File: src/design/ksl_pkg.sv
`default_nettype none

package ksl_pkg;

    // Field widths fixed by the request format.
    localparam int unsigned OP_W   = 2;
    localparam int unsigned KEY_W  = 63;
    localparam int unsigned DATA_W = 64;
    localparam int unsigned STAT_W = 2;

    // Default number of slots in the table.
    localparam int unsigned SLOT_COUNT_DEF = 16;

    // Operation codes.
    localparam logic [OP_W-1:0] OP_ALLOC = 2'd0;
    localparam logic [OP_W-1:0] OP_GET   = 2'd1;
    localparam logic [OP_W-1:0] OP_SET   = 2'd2;
    localparam logic [OP_W-1:0] OP_FREE  = 2'd3;

    // Status codes.
    localparam logic [STAT_W-1:0] ST_OK      = 2'd0;
    localparam logic [STAT_W-1:0] ST_PRESENT = 2'd1;
    localparam logic [STAT_W-1:0] ST_FULL    = 2'd2;
    localparam logic [STAT_W-1:0] ST_MISSING = 2'd3;

    // Request held for the resolve cycle.
    typedef struct packed {
        logic [OP_W-1:0]   op;
        logic [KEY_W-1:0]  key;
        logic [DATA_W-1:0] wdata;
    } req_t;

    // Priority information passed from one cell to the next.
    typedef struct packed {
        logic              hit_seen;
        logic              free_seen;
        logic [DATA_W-1:0] rdata;
    } chain_t;

endpackage

`default_nettype wire

File: src/design/ksl_cell.sv
`default_nettype none

module ksl_cell
(
    input  wire logic                         clk,
    input  wire logic                         rst_n,
    input  wire logic                         cap,
    input  wire logic [ksl_pkg::KEY_W-1:0]    cmp_key,
    input  wire logic                         act,
    input  wire ksl_pkg::req_t                req,
    input  wire logic                         hit_any,
    input  wire ksl_pkg::chain_t              chain_in,
    output ksl_pkg::chain_t                   chain_out
);

    logic                          valid_reg;
    logic                          valid_next;
    logic [ksl_pkg::KEY_W-1:0]     key_reg;
    logic [ksl_pkg::KEY_W-1:0]     key_next;
    logic [ksl_pkg::DATA_W-1:0]    value_reg;
    logic [ksl_pkg::DATA_W-1:0]    value_next;
    logic                          match_reg;
    logic                          match_next;
    logic                          first_hit;
    logic                          first_free;

    // The key compare is registered when an item is accepted.
    assign match_next = cap ? (valid_reg && (key_reg == cmp_key)) : match_reg;

    // This cell is chosen when no cell nearer the head has claimed the request.
    assign first_hit  = match_reg && !chain_in.hit_seen;
    assign first_free = !valid_reg && !chain_in.free_seen;

    // Pass the priority marks and the read data on to the next cell.
    always_comb
    begin
        chain_out.hit_seen  = chain_in.hit_seen | match_reg;
        chain_out.free_seen = chain_in.free_seen | !valid_reg;
        chain_out.rdata     = chain_in.rdata | (first_hit ? value_reg : '0);
    end

    // Slot update in the resolve cycle.
    always_comb
    begin
        valid_next = valid_reg;
        key_next   = key_reg;
        value_next = value_reg;
        if (act)
        begin
            case (req.op)
                ksl_pkg::OP_ALLOC:
                begin
                    if (!hit_any && first_free)
                    begin
                        valid_next = 1'b1;
                        key_next   = req.key;
                        value_next = '0;
                    end
                end
                ksl_pkg::OP_SET:
                begin
                    if (first_hit)
                    begin
                        value_next = req.wdata;
                    end
                end
                ksl_pkg::OP_FREE:
                begin
                    if (first_hit)
                    begin
                        valid_next = 1'b0;
                        value_next = '0;
                    end
                end
                default:
                begin
                    valid_next = valid_reg;
                end
            endcase
        end
    end

    // Valid mark and match flag are control state and are reset.
    always_ff @(posedge clk or negedge rst_n)
    begin
        if (!rst_n)
        begin
            valid_reg <= 1'b0;
            match_reg <= 1'b0;
        end
        else
        begin
            valid_reg <= valid_next;
            match_reg <= match_next;
        end
    end

    // Key and data word are payload.
    always_ff @(posedge clk)
    begin
        key_reg   <= key_next;
        value_reg <= value_next;
    end

endmodule

`default_nettype wire

File: src/design/keyed_slot_table_top.sv
// Channel   Handshake               Fields
// request   start, busy             operation, owner_key, write_value
// result    done (one-cycle strobe) read_value, status
//
// For each item, the key is compared in every slot cell at the accepting
// edge, and in the next cycle the lowest hit or free slot is found along the
// cell chain, the slot is updated and the result is registered.
// The next item may be accepted in the cycle in which done is high.
// Reset clears every valid mark at once; no clearing pass is needed.
// The receiver cannot stall: done is high for one cycle only.
`default_nettype none

module keyed_slot_table_top
#(
    parameter int unsigned SLOT_COUNT = ksl_pkg::SLOT_COUNT_DEF
)
(
    input  wire logic                           clk,
    input  wire logic                           rst_n,
    input  wire logic                           start,
    output logic                                busy,
    input  wire logic [ksl_pkg::OP_W-1:0]       operation,
    input  wire logic [ksl_pkg::KEY_W-1:0]      owner_key,
    input  wire logic [ksl_pkg::DATA_W-1:0]     write_value,
    output logic                                done,
    output logic [ksl_pkg::DATA_W-1:0]          read_value,
    output logic [ksl_pkg::STAT_W-1:0]          status
);

    logic                          accept;
    logic                          busy_reg;
    logic                          done_reg;
    ksl_pkg::req_t                 req_reg;
    ksl_pkg::req_t                 req_next;
    logic [ksl_pkg::DATA_W-1:0]    rdata_reg;
    logic [ksl_pkg::DATA_W-1:0]    rdata_next;
    logic [ksl_pkg::STAT_W-1:0]    status_reg;
    logic [ksl_pkg::STAT_W-1:0]    status_next;
    logic                          hit_any;
    logic                          free_any;
    ksl_pkg::chain_t               chain [0:SLOT_COUNT];

    assign accept = start && !busy_reg;

    // Hold the request for the resolve cycle.
    always_comb
    begin
        req_next = req_reg;
        if (accept)
        begin
            req_next.op    = operation;
            req_next.key   = owner_key;
            req_next.wdata = write_value;
        end
    end

    // Head of the chain: nothing claimed yet.
    always_comb
    begin
        chain[0].hit_seen  = 1'b0;
        chain[0].free_seen = 1'b0;
        chain[0].rdata     = '0;
    end

    // One cell for each slot.
    for (genvar i = 0; i < SLOT_COUNT; i++)
    begin : g_cell
        ksl_cell u_cell
        (
            .clk       (clk),
            .rst_n     (rst_n),
            .cap       (accept),
            .cmp_key   (owner_key),
            .act       (busy_reg),
            .req       (req_reg),
            .hit_any   (hit_any),
            .chain_in  (chain[i]),
            .chain_out (chain[i+1])
        );
    end

    assign hit_any  = chain[SLOT_COUNT].hit_seen;
    assign free_any = chain[SLOT_COUNT].free_seen;

    // Result of the resolve cycle.
    always_comb
    begin
        rdata_next  = '0;
        status_next = ksl_pkg::ST_OK;
        case (req_reg.op)
            ksl_pkg::OP_ALLOC:
            begin
                if (hit_any)
                begin
                    status_next = ksl_pkg::ST_PRESENT;
                end
                else if (!free_any)
                begin
                    status_next = ksl_pkg::ST_FULL;
                end
            end
            ksl_pkg::OP_GET:
            begin
                if (hit_any)
                begin
                    rdata_next = chain[SLOT_COUNT].rdata;
                end
                else
                begin
                    status_next = ksl_pkg::ST_MISSING;
                end
            end
            default:
            begin
                if (!hit_any)
                begin
                    status_next = ksl_pkg::ST_MISSING;
                end
            end
        endcase
    end

    // Control state.
    always_ff @(posedge clk or negedge rst_n)
    begin
        if (!rst_n)
        begin
            busy_reg <= 1'b0;
            done_reg <= 1'b0;
        end
        else
        begin
            busy_reg <= accept;
            done_reg <= busy_reg;
        end
    end

    // Request and result registers.
    always_ff @(posedge clk)
    begin
        req_reg <= req_next;
        if (busy_reg)
        begin
            rdata_reg  <= rdata_next;
            status_reg <= status_next;
        end
    end

    assign busy       = busy_reg;
    assign done       = done_reg;
    assign read_value = rdata_reg;
    assign status     = status_reg;

endmodule

`default_nettype wire
File: config.mk
export PLATFORM = sky130hd
export DESIGN_NAME = keyed_slot_table_top
export DESIGN_NICKNAME = d
export VERILOG_FILES = /design/src/design/ksl_pkg.sv /design/src/design/ksl_cell.sv /design/src/design/keyed_slot_table_top.sv
export SDC_FILE = /design/constraint.sdc
export NUM_CORES = 2
export LEC_CHECK = 0
export BUFFER_PORTS_ARGS = -buffer_cell sky130_fd_sc_hd__buf_4
export CAP_MARGIN = 20
export CORE_ASPECT_RATIO = 1.4
export CORE_UTILIZATION = 40
export DETAILED_ROUTE_END_ITERATION = 10
export HOLD_SLACK_MARGIN = 0.15
export PLACE_DENSITY_LB_ADDON = 0.15
export SLEW_MARGIN = 40
export SYNTH_ARGS = -nofsm -noshare
export SYNTH_HDL_FRONTEND = slang
export SYNTH_SLANG_ARGS = --single-unit
File: constraint.sdc
create_clock -name clk -period 24.2 [get_ports clk]
set_input_delay 3.63 -clock clk [delete_from_list [all_inputs] [get_ports clk]]
set_output_delay 3.63 -clock clk [all_outputs]
set_load 0.01 [all_outputs]
# --- Word level (Yosys, flattened, before mapping) ---
# Cells that the tools add are included.
# Widths: inputs -> output; s select.
totals:
  register_bits: 2261
  inputBits: 132
op_classes:
  n_mux: 132
  n_reduce_logical: 162
  bitwise_logic: 45
  eq_ne: 67
op_table:
  columns: ["op", "n"]
  rows:
  - ["$mux 64", 64]
  - ["$pmux 64 s3", 16]
  - ["$eq 63x63->1", 16]
  - ["$or 64x64->64", 15]
  - ["$ne 2x1->1 const B", 48]
  - ["$reduce_and 5->1", 16]
  - ["$reduce_and 4->1", 16]
  - ["$logic_and 1x1->1", 63]
  - ["$reduce_and 3->1", 16]
  - ["$logic_not 1->1", 47]
  - ["$mux 1", 32]
  - ["$pmux 1 s2", 16]
  - ["$or 1x1->1", 30]
  - ["$mux 2", 4]
  - ["$eq 2x2->1 const B", 2]
  - ["$reduce_bool 3->1", 1]
  - ["$eq 2x1->1 const B", 1]
  - ["$logic_not 2->1", 1]
  - ["$reduce_and 2->1", 1]
  - ["$reduce_bool 2->1", 1]

# --- Depth between registers and ports, before layout ---
depth:
  ltp_word: 20
  mapped_depth: 10
  mapped_depth_nobuf: 7

# --- By module ---
# Synthesis repeated with hierarchy kept, for this count alone.
hier_totals:
  cells_unflattened: 6466
  area_unflattened_um2: 97248.3
modules_own_cells:
  columns: ["module", "seq_area_each_um2", "n_inst", "cells_each", "area_each_um2"]
  rows:
  - ["ksl_cell", 3863.7, 16, 387, 5676.7]
  - ["keyed_slot_table_top", 5905.7, 1, 274, 6421.2]

# --- Least setup slack after synthesis ---
# No wires, ideal clock.
synth_path:
  path_kind: "register -> register"
  startpoint: "register busy_reg (netlist: busy)"
  endpoint: "register g_cell[5].u_cell.value_reg[0] (netlist name), enable pin"
  slack_ns: 11.103
  stages_incl_launch_ff: 3
  t_arrival_ns: 12.271
  synth_period_minus_slack_ns: 13.097
  required_ns: 23.373
  setup_time_ns: 0.827
  n_path_buf: 0
  cell_sequence: "dfrtp_1 > nand2b_1 > a2111oi_0"
synth_between:
  elab_chain_cells: 1
synth_lines:
  columns: ["item", "line", "source"]
  rows:
  - ["from (decl)", "keyed_slot_table_top.sv:31", "logic busy_reg;"]
  - ["from (signal assigned)", "keyed_slot_table_top.sv:133", "busy_reg <= accept;"]
  - ["$reduce_and 5->1 (no line)", null, null]
  - ["to (signal assigned)", "ksl_cell.sv:102", "value_reg <= value_next;"]
  - ["to (decl)", "ksl_cell.sv:20", "logic [ksl_pkg::DATA_W-1:0] value_reg;"]
# Every way passes these cells.
# A chain may end at the register's enable or synchronous reset.

# --- Worst setup path after layout ---
layout_path:
  startpoint: "input start"
  endpoint: "register g_cell[5].u_cell.match_reg"
layout_between:
  elab_chain_cells: 1
layout_lines:
  columns: ["item", "line", "source"]
  rows:
  - ["from (decl)", "keyed_slot_table_top.sv:20", "input wire logic start,"]
  - ["$logic_and 1x1->1", "keyed_slot_table_top.sv:43", "assign accept = start && !busy_reg;"]
  - ["net accept", "keyed_slot_table_top.sv:30", "logic accept;"]
  - ["to (signal assigned)", "ksl_cell.sv:94", "match_reg <= match_next;"]
  - ["to (decl)", "ksl_cell.sv:22", "logic match_reg;"]
# The timed path passes the listed nets, and every way through them passes these cells.

==> summary.md <==
| Metric | Value |
|---|---|
| Clk pwr share | ~40% |
| Primary FF master, synth | edfxtp_1 |
| Net Count, Synth | between 5000 and 6000 |
| Fraction of layout cells with a size suffix above 1 | around an eighth |
| GRT Total Usage | about a quarter |
| Fmax | between 150 and 200 MHz |
| Pre-CTS setup slack | between 15 and 20 ns |
| Site Rows | a little over 200 |
| Net Switching | 1.86 mW |
| Logic pwr share | approximately 5.3% |
| Post-synthesis cell area | around 0.088 mm^2 |
| Tmin final | between 5 and 6 ns |
| Path type of the worst setup path | in2reg |
| Synth Register Bits | about 2300 |
| Hold Path Class | reg2reg |
| Grt total ovfl | 0 |
| Crit path launch type | input port |
| RSZ-0062 raised after global routing | no |
| CP Capture Type | flip-flop |
| Int Pwr | roughly 6.3 mW |
| Share of the synthesized area in the top cell type | roughly three quarters |
| DRT iter0 DRCs | between 5000 and 6000 |
| Initial antenna violation count | 14 |
| Die Span Y | about 560 um |
| WP data arrival | approximately 6.3 ns |
| Initial core utilization | roughly two fifths |
| Top-count cell post-synth | edfxtp_1 |
| Avg Cell Area, Syn | 16.8 um^2 |
| Final hold vios | 0 |
| Detailed placement HPWL | 177000 um |
| Final WS setup | approximately 19 ns |
| Global-route wire length before repair | ~410000 um |
| Max reg flops | roughly 1000 |
| DR DRC count | 0 |
| CTS tree | built |
| Nets | 5703 |
| Routed WL | about 300000 um |
| CTS-repair resized insts | 0 |
| VDD IR max | between 70 and 80 uV |
| Setup_tns | 0 ns |
| Power Density | just over 80 mW/mm^2 |
| Finished Cell Area | a little over 0.1 mm^2 |
| Hold buffer count at cts | 0 |
| Core ar. | approximately 0.22 mm^2 |
| Largest fanout on the critical path | 45 |
| CTS sink cnt | about 2300 |
| Max Buffers Root-to-Sink | 4 |
| EDFF count, synth | between 2000 and 2500 |
| Slew headroom | ~34% |
| Register area share after synthesis | 76.7% |
| Post-Place Cell Area | about 0.095 mm^2 |
| Clk_skew | approximately 0.05 ns |
| Post-synth top cells | edfxtp_1 (2227), xnor2_1 (750), clkbuf_1 (278) |
| Worst Path Required | between 20 and 25 ns |
| Top cell type by total area after synthesis | edfxtp_1 |
| Switching share of total power | roughly 23% |
| YS warnings | 0 |
| Antenna-violating nets left | 0 |
| Port Buffers | 199 |
| Vias in the first global route | 48800 |
| Die footprint | around 0.22 mm^2 |
| Final period util | 22.8% |
| Sequential Power Share | 54.4% |
| Pre-Repair DR Iteration Count | 7 |
| Async S/R FF share, synth | 1.50% |
| Slew @ Worst Pin | around 0.98 ns |
| Max Slew Vio Count | 0 |
| Synth Instances | about 5300 |
| Routed WL per cell | 34.8 um |
| Root Buffer | clkbuf_16 |
| Slowest stage delay, CP | roughly 0.45 ns |
| Critical path cell sequence | buf_4 > nand2b_1 > buf_4 > inv_8 > buf_16 > nand3_1 > nor4_1 > nand4_1 > o31ai_1 |
| # Post-CTS Setup Buffers | 0 |
| Final Setup Violations | 0 |
| Max H-tree Level | 4 |
| Reg clk slew, reported paths | around 0.07 ns |
| Outcome | completed |
| Top post-synthesis cells by area | edfxtp_1 (76%), xnor2_1 (7.4%), xor2_1 (2.3%) |
| Vias/cell | between 5 and 6 |
| Worst skew pair latency | around 0.89 ns |
| Area delta synth->final | 14.6% |
| Routability congestion estimate | just under 0.9 |
| Most frequent CP cell | buf_4 |
| Synth cell types | 62 |
| Largest net degree at the start of global routing | 88 |
| Die Wd | ~400 um |
| CTS buffer count | approximately 220 |
| Fillers | approximately 19000 |
| Leak | roughly 31 nW |
| Maxcap violations | 0 |
| Crit path max-delay cell type | nor4_1 |
| Via Count | roughly 50000 |
| Top-level port count | 200 |
## layout by cell type (no fill, tap or decap), types with 67 or more instances in the layout
cell,n
nand4_1,217
clkbuf_16,224
xor2_1,227
a22oi_1,130
edfxtp_1,2227
nand2_1,160
nor2_1,85
a21oi_1,212
a31oi_1,68
buf_4,313
a221oi_1,68
nand3b_1,67
xnor2_1,749
o21ai_0,85
nor4_1,74
## power groups by stage
stage          clock (mW)  sequential, mW  combinational [mW]
3_5_place_dp            0            4.55               0.433
3_3_place_gp            0            4.56               0.405
6_report             3.31            4.47               0.434
4_1_cts              3.36            4.47               0.435
5_1_grt              3.49            4.47               0.446
2_1_floorplan           0            4.55               0.190
## area by class of cell
class	instances	area [um^2]	area share, %
clock buffers	279	5810	5.74
repair buffers	382	3200	3.16
well taps	2870	3590	3.55
clock inverters	113	863	0.853
inverters	40	158	0.156
flip-flops and latches	2261	67800	66.9
diodes	8	20.0	0.0198
multi-input cells	2659	19900	19.6
## critical path: cells and delay by family
kind,cells,cell delay (ns)
AOI/OAI and AO/OA,1,0.32
and+or+nand+nor,4,1.23
buffers and inverters,4,1.09
## final timing paths
kind	from	end	slack, ns	depth (start not counted)
worst max register to register	g_cell[0].u_cell.match_reg	g_cell[6].u_cell.value_reg[46]	18.97	8
worst min register to register	req_reg[75]	g_cell[8].u_cell.key_reg[11]	0.48	0
worst min-delay path	req_reg[75]	g_cell[8].u_cell.key_reg[11]	0.48	0
max in group asynchronous	rst_n	g_cell[1].u_cell.match_reg	20.84	1
worst max-delay path	start	g_cell[5].u_cell.match_reg	18.67	9
min in group asynchronous	rst_n	busy	2.77	1
## logic make-up (layout without fill, tap and decap cells)
| group | Yosys count | count (layout) | share of synthesized area (%) |
|---|---|---|---|
| AO/OA/AOI/OAI | 823 | 823 | 6.55 |
| XOR/XNOR | 977 | 977 | 9.69 |
| adder cells (fa/ha/maj) | 5 | 5 | 0.0708 |
| buffers and inverters | 353 | 814 | 1.53 |
| flip-flops | 2261 | 2261 | 76.7 |
| other | 0 | 8 | 0 |
| AND/OR/NAND/NOR | 854 | 854 | 5.49 |
## per-layer routing
metal / global-route usage [%] / wire, um / up-vias
li1: - / - / 20900
met1: 32.2 / 111000 / 26500
met2: 45.9 / 151000 / 2128
met3: 3.80 / 19100 / 585
met4: 14.5 / 18500 / 8
met5: 0 / 68 / -
## stage by stage
| step | hold slack (ns) | cells | power (mW) | util, % |
|---|---|---|---|---|
| floorplan | 0.454 | 5273 | 4.74 | - |
| global placement | 0.440 | 8166 | 4.97 | 42.8 |
| detailed placement | 0.467 | 8210 | 4.98 | 43.2 |
| CTS | 0.486 | 8602 | 8.26 | 46.2 |
| global route | 0.492 | 8605 | 8.41 | 46.2 |
| finish | 0.478 | 8612 | 8.21 | 46.2 |
Note: power is estimated with default switching activity, not from simulation.
